$ cat src/hdl/kvt_pkg.sv
// Package for the key/value table: sizes, codes, controller states and the
// command/status structs between controller and datapath. No dependencies.
package kvt_pkg;

    localparam int CAPACITY = 16;
    localparam int KEY_W    = 32;
    localparam int VAL_W    = 32;
    localparam int IDX_W    = (CAPACITY > 1) ? $clog2(CAPACITY) : 1;
    localparam int CNT_W    = $clog2(CAPACITY + 1);

    // Request action codes; code 3 has no member and acts as a no-op.
    typedef enum logic [1:0] {
        ACT_SET    = 2'd0,
        ACT_REMOVE = 2'd1,
        ACT_QUERY  = 2'd2
    } action_t;

    typedef enum logic [1:0] {
        ST_OK        = 2'd0,
        ST_NOT_FOUND = 2'd1,
        ST_FULL      = 2'd2
    } status_t;

    typedef enum logic [2:0] {
        S_IDLE,
        S_READ,
        S_CMP,
        S_SHIFT_RD,
        S_SHIFT_WR,
        S_DONE
    } state_t;

    // Source of a table write.
    typedef enum logic [1:0] {
        WR_APPEND,
        WR_UPDATE,
        WR_SHIFT
    } wr_sel_t;

    typedef struct packed {
        logic    ready;      // request port open
        logic    rd_ahead;   // read entry idx+1 instead of idx
        logic    idx_inc;
        logic    wr_en;
        wr_sel_t wr_sel;
        logic    cnt_inc;
        logic    cnt_dec;
        logic    res_load;
        status_t res_status;
        logic    res_hit;    // result value comes from the read entry
        logic    out_load;
    } cmd_t;

    typedef struct packed {
        logic       req_valid;
        logic [1:0] act;
        logic       at_end;     // index reached entry count
        logic       match;      // read key equals request key
        logic       more;       // an entry follows the index
        logic       full;
        logic       out_free;
    } sts_t;

endpackage

$ cat src/hdl/kvt_ctrl.sv
// Controller state machine of the key/value table.
// Depends on kvt_pkg; drives cmd_t to and reads sts_t from kvt_datapath.
module kvt_ctrl
    import kvt_pkg::*;
(
    input  logic clk,
    input  logic rst_n,
    input  sts_t sts,
    output cmd_t cmd
);

    state_t state_reg;
    state_t state_next;

    always_ff @(posedge clk or negedge rst_n)
    begin
        if (!rst_n)
        begin
            state_reg <= S_IDLE;
        end
        else
        begin
            state_reg <= state_next;
        end
    end

    always_comb
    begin
        state_next = state_reg;
        unique case (state_reg)
            S_IDLE:
            begin
                if (sts.req_valid)
                begin
                    state_next = S_READ;
                end
            end
            S_READ:
            begin
                if (sts.at_end || !(sts.act == ACT_SET || sts.act == ACT_REMOVE ||
                                    sts.act == ACT_QUERY))
                begin
                    state_next = S_DONE;
                end
                else
                begin
                    state_next = S_CMP;
                end
            end
            S_CMP:
            begin
                if (!sts.match)
                begin
                    state_next = S_READ;
                end
                else if (sts.act == ACT_REMOVE)
                begin
                    state_next = S_SHIFT_RD;
                end
                else
                begin
                    state_next = S_DONE;
                end
            end
            S_SHIFT_RD:
            begin
                state_next = sts.more ? S_SHIFT_WR : S_DONE;
            end
            S_SHIFT_WR:
            begin
                state_next = S_SHIFT_RD;
            end
            S_DONE:
            begin
                if (sts.out_free)
                begin
                    state_next = S_IDLE;
                end
            end
            default:
            begin
                state_next = S_IDLE;
            end
        endcase
    end

    always_comb
    begin
        cmd = '0;
        cmd.wr_sel = WR_UPDATE;
        cmd.res_status = ST_OK;
        unique case (state_reg)
            S_IDLE:
            begin
                cmd.ready = 1'b1;
            end
            S_READ:
            begin
                case (sts.act) inside
                    ACT_SET:
                    begin
                        if (sts.at_end)
                        begin
                            cmd.res_load = 1'b1;
                            if (sts.full)
                            begin
                                cmd.res_status = ST_FULL;
                            end
                            else
                            begin
                                cmd.wr_en   = 1'b1;
                                cmd.wr_sel  = WR_APPEND;
                                cmd.cnt_inc = 1'b1;
                            end
                        end
                    end
                    ACT_REMOVE, ACT_QUERY:
                    begin
                        if (sts.at_end)
                        begin
                            cmd.res_load   = 1'b1;
                            cmd.res_status = ST_NOT_FOUND;
                        end
                    end
                    default:
                    begin
                        cmd.res_load = 1'b1;
                    end
                endcase
            end
            S_CMP:
            begin
                if (!sts.match)
                begin
                    cmd.idx_inc = 1'b1;
                end
                else if (sts.act == ACT_SET)
                begin
                    cmd.wr_en    = 1'b1;
                    cmd.wr_sel   = WR_UPDATE;
                    cmd.res_load = 1'b1;
                end
                else if (sts.act == ACT_QUERY)
                begin
                    cmd.res_load = 1'b1;
                    cmd.res_hit  = 1'b1;
                end
            end
            S_SHIFT_RD:
            begin
                cmd.rd_ahead = 1'b1;
                if (!sts.more)
                begin
                    cmd.cnt_dec  = 1'b1;
                    cmd.res_load = 1'b1;
                end
            end
            S_SHIFT_WR:
            begin
                cmd.wr_en   = 1'b1;
                cmd.wr_sel  = WR_SHIFT;
                cmd.idx_inc = 1'b1;
            end
            S_DONE:
            begin
                cmd.out_load = sts.out_free;
            end
            default:
            begin
                cmd.ready = 1'b0;
            end
        endcase
    end

endmodule

$ cat config.mk
export PLATFORM = sky130hd
export DESIGN_NAME = kvt_ctrl
export DESIGN_NICKNAME = d
export VERILOG_FILES = /design/src/hdl/kvt_pkg.sv /design/src/hdl/kvt_ctrl.sv
export SDC_FILE = /design/constraint.sdc
export NUM_CORES = 1
export LEC_CHECK = 0
export BUFFER_PORTS_ARGS = -buffer_cell sky130_fd_sc_hd__buf_2
export CORE_AREA = 2 2 39 41
export CTS_BUF_LIST = sky130_fd_sc_hd__clkbuf_8
export CTS_CLUSTER_SIZE = 28
export DETAILED_ROUTE_END_ITERATION = 10
export DIE_AREA = 0 0 41 43
export GPL_TIMING_DRIVEN = 1
export PLACE_DENSITY = 0.67
export SYNTH_ARGS = -nofsm -noshare
export SYNTH_HDL_FRONTEND = slang
export SYNTH_SLANG_ARGS = --single-unit
$ cat constraint.sdc
create_clock -name clk -period 1.8 [get_ports clk]
set_clock_uncertainty 0.1 [all_clocks]
set_input_delay 0 -clock clk [delete_from_list [all_inputs] [get_ports clk]]
set_output_delay 0 -clock clk [all_outputs]
set_load 0.01 [all_outputs]
== After elaboration in Yosys (flattened, before gate mapping) ==
Cells that the tools add are included.

* Bits in registers: 3
* Output and inout bits: 13

* Equality and inequality tests: 9
* Mux-type cells: 36
* Reduce and logical (&&, ||, !) cells: 8

{| class="wikitable"
|+ Operator list
! operator !! count
|-
| 3-bit 2-to-1 mux || 9
|-
| 3-bit one-hot mux with 6 select lines || 1
|-
| 1-bit 2-to-1 mux || 15
|-
| 4-bit 2-to-1 mux || 3
|-
| 2-bit 2-to-1 mux || 5
|-
| 3-bit one-hot mux with 3 select lines || 1
|-
| 3-bit by 2-bit equality test with 1-bit output (second input constant) || 2
|-
| 3-bit equality test (second input constant) || 2
|-
| 2-bit != test (second input constant) || 2
|-
| 3-bit by 1-bit equality test with 1-bit output (second input constant) || 1
|-
| 3-bit logical NOT || 1
|-
| 1-bit logical OR || 3
|-
| 1-bit one-hot mux with 3 select lines || 1
|-
| 2-bit by 1-bit equality test with 1-bit output (second input constant) || 1
|-
| 2-bit equality test (second input constant) || 1
|-
| 2-bit logical NOT || 1
|-
| 1-bit one-hot mux with 2 select lines || 1
|-
| 2-bit AND reduction || 1
|-
| 2-bit OR reduction || 1
|-
| 1-bit logical NOT || 1
|}

== Logic depth before layout (Yosys ltp) ==
* Depth after elaboration: 7
* Depth in mapped cells: 5

== Worst setup path before layout ==
OpenSTA, ideal clock, no wires.

* Kind: reg2reg
* Start point: reg state_reg[0]
* End point: reg state_reg[0]
* Setup time: 0.123 ns
* Arrival: 1.083 ns
* Required time: 1.577 ns
* Slack: 0.494 ns
* Cell stages (with the launch flop): 4
* Buffers on the path: 0
* Period minus slack after synthesis: 1.306 ns
* Path through: dfrtp_1 -> or2_4 -> or3_1 -> o221a_2

* Longest elaborated chain between the ends: 3
* Elaborated cells on any way between the ends: 10

{| class="wikitable"
|+ RTL lines
! what !! RTL line !! text
|-
| from (decl) || kvt_ctrl.sv:12 || <nowiki>state_t state_reg;</nowiki>
|-
| from (signal assigned) || kvt_ctrl.sv:23 || <nowiki>state_reg <= state_next;</nowiki>
|-
| 3-bit equality test / 3-bit logical NOT (equally long branches) || kvt_ctrl.sv:30 || <nowiki>unique case (state_reg)</nowiki>
|-
| 2-bit != test (no line) || - ||
|-
| 2-bit AND reduction (no line) || - ||
|}

Several ways; a longest one is shown, not always the timed one.
A chain may end at the register's enable or synchronous reset.

==> qor.csv <==
metric,value,unit
Final min period,1.50,ns
RSZ-0062 raised after global routing,no,
gr ovfl total,0,
Post-CTS Hold Buffers,1,
met1 usage,0.161,
io pins,23,
critical setup path kind,reg2out,
GR Util All Layers,0.139,
Fin Setup TNS,0,ns
post-synthesis xor/xnor area fraction,0,
Pre-antenna DRT Iters,3,
Num CTS Buffers,3,
Max Slew Vio Count,0,
mux cell area share after synthesis,0,
clock sink count,3,
first-pass GRT wire length,1620,um
CP Data Arrival Time,1.40,ns
Root Driver,clkbuf_8,
Worst EP required,1.70,ns
Post-Syn Area,428,um^2
"count leader, synth",nor2_1,
Max rail drop VDD,0.000813,V
CTS resizes,0,
vias per cell,5.00,
Nets,97,
syn_area_per_cell,7.51,um^2
CTS Buffer Depth,2,
number of I/O port buffers,22,
crit path capture type,output pin,
# rows,14,
Layout Cells excl Fill,98,
top area cells in the synthesized netlist,"dfrtp_1 (18%), ha_1 (12%), nor2_1 (6.1%), a21oi_1 (5.8%), inv_1 (5.3%)",
number of max-cap violations,0,
hold_sp,sts[7],
register area share after synthesis,0.175,
reg2reg path depth,3,
ant diodes,0,
layout cells sized above 1,0.378,
Slew HR,0.723,
placed cells,93,
Leak,0.319,nW
clock network power share,0.223,
initial core utilization,0.309,
"EDFF count, synth",0,
Reg power frac,0.203,
r2r startpoint,state_reg[1],
post-CTS setup buffers,0,
r2r endpoint,state_reg[0],
vias in the first global route,409,
worst setup path start,state_reg[1],
Yosys top cell area share,0.175,
1st-iter DRT viols,13,
peak fanout along the critical path,16,
final wirelength,1060,um
max reg flops,3,
worst-margin pin slew,0.415,ns
Switching Power,0.000366,W
status,completed,
"area leader, netlist",dfrtp_1,
Sw Share,0.432,
Die Span Y,43,um
DP HPWL,804,um
largest family of logic cells by synthesized area,simple AND/OR/NAND/NOR gates,
chip width,41,um
grt met3 use,0.0314,
synth unique cells,30,
Fmax,0.666,GHz
total core area,1380,um^2
internal power,0.000481,W
clk_lat worst skew,0.22,ns
routability cong.,0.730,
initial antenna violation count,0,
syn nets,71,
pin count of the biggest net entering global routing,17,
Simple-Gate Fraction of Synth Area,0.418,
DRC viols,0,
GRT busiest layer,met2,
Tcrit/Tclk final,0.834,
Logic pwr share,0.574,
GR Util met2,0.209,
drt wl/cell,10.8,um
Gate Count Post-Synth,57,
Die Area,1760,um^2
antenna-violating nets left,0,
vias,490,
PD cells,1410,nW/um^2
Synth Register Bits,3,
setup violators final,0,
Worst-path clk slew,0.03,ns
area grow syn2layout,40.1,%
CTS tree,done,
H-tree levels,1,
Synth Area in Adders,0.117,
prevailing post-synth register cell,dfrtp_1,
min-delay worst type,in2reg,
post-synthesis compound-gate area fraction,0.187,
startpoint class of the critical path,flop,
R2R Setup Slk,0.33,ns
final-report hold violation count,0,
synth cell count leaders,"nor2_1 (7), inv_1 (6), a21oi_1 (5), nand2_1 (5), ha_1 (4)",
Post-synth ARST share,1.00,
crit path to,cmd[9],
Ys Warns,0,
-- cell families (layout without fill, tap and decap cells) --
group | after synthesis | after routing
AOI/OAI and AO/OA | 12 | 12
adders and majority gates | 4 | 4
buffers and inverters | 9 | 34
DFF | 3 | 3
and+or+nand+nor | 29 | 29
-- worst max-delay path, cell delays in order, from the launching register on --
cell      delay [ns]
dfrtp_1         0.58
nand2b_1        0.20
a21oi_1         0.07
or2_1           0.19
buf_2           0.13
-- layout make-up --
class	instances	area [um^2]
Clock buffer	3	41.3
Multi-Input combinational cell	45	309
Tap cell	16	20.0
Clock inverter	1	3.75
Inverter	6	22.5
Timing Repair Buffer	24	128
Sequential cell	3	75.1
Fill cell	145	785
-- power by group through the flow --
stage	Combinational, W	Clock [W]	Sequential (W)
6_report	0.000487	0.000189	0.000172
2_1_floorplan	0.000400	0	0.000132
4_1_cts	0.000491	0.000194	0.000170
3_5_place_dp	0.000485	0	0.000170
3_3_place_gp	0.000477	0	0.000170
5_1_grt	0.000536	0.000200	0.000183
-- placed cells by master (no fill, tap or decap), drive strengths merged, types with 2 or more instances in the layout --
cell and n:
nand2 5, clkbuf 3, dfrtp 3, a21oi 5
or2 2, inv 7, nor2 7, buf 23
o21ai 2, nand2b 2, ha 4, nor3 2
-- per-layer routing --
metal	wire [um]	share of wire	vias up
met5	0	0	-
met4	27	0.025	0
met3	97	0.091	4
met2	494	0.46	19
met1	443	0.42	221
li1	-	-	246
-- metrics by stage --
| step | area, um^2 | total power (W) | worst slack [ns] | hold WS [ns] | utilization |
|---|---|---|---|---|---|
| 6_report | 599 | 0.000847 | 0.299 | 0.0391 | 0.433 |
| 5_1_grt | 599 | 0.000919 | 0.195 | 0.0593 | 0.433 |
| 4_1_cts | 599 | 0.000854 | 0.295 | 0.00639 | 0.433 |
| 3_5_place_dp | 544 | 0.000655 | 0.334 | -0.298 | 0.393 |
| 3_3_place_gp | 544 | 0.000647 | 0.356 | -0.301 | 0.393 |
| 2_1_floorplan | 428 | 0.000532 | 0.494 | -0.396 | - |
-- worst min path at each step --
| stage | slack, ns | cells after the start | endpoint |
|---|---|---|---|
| global route | 0.06 | 3 | state_reg[0] |
| global placement | -0.30 | 1 | state_reg[0] |
| detailed placement | -0.30 | 1 | state_reg[0] |
| floorplan | -0.40 | 0 | state_reg[0] |
| finish | 0.04 | 3 | state_reg[0] |
| CTS | 0.006 | 2 | state_reg[0] |
Note: power is estimated with default switching activity, not from simulation.
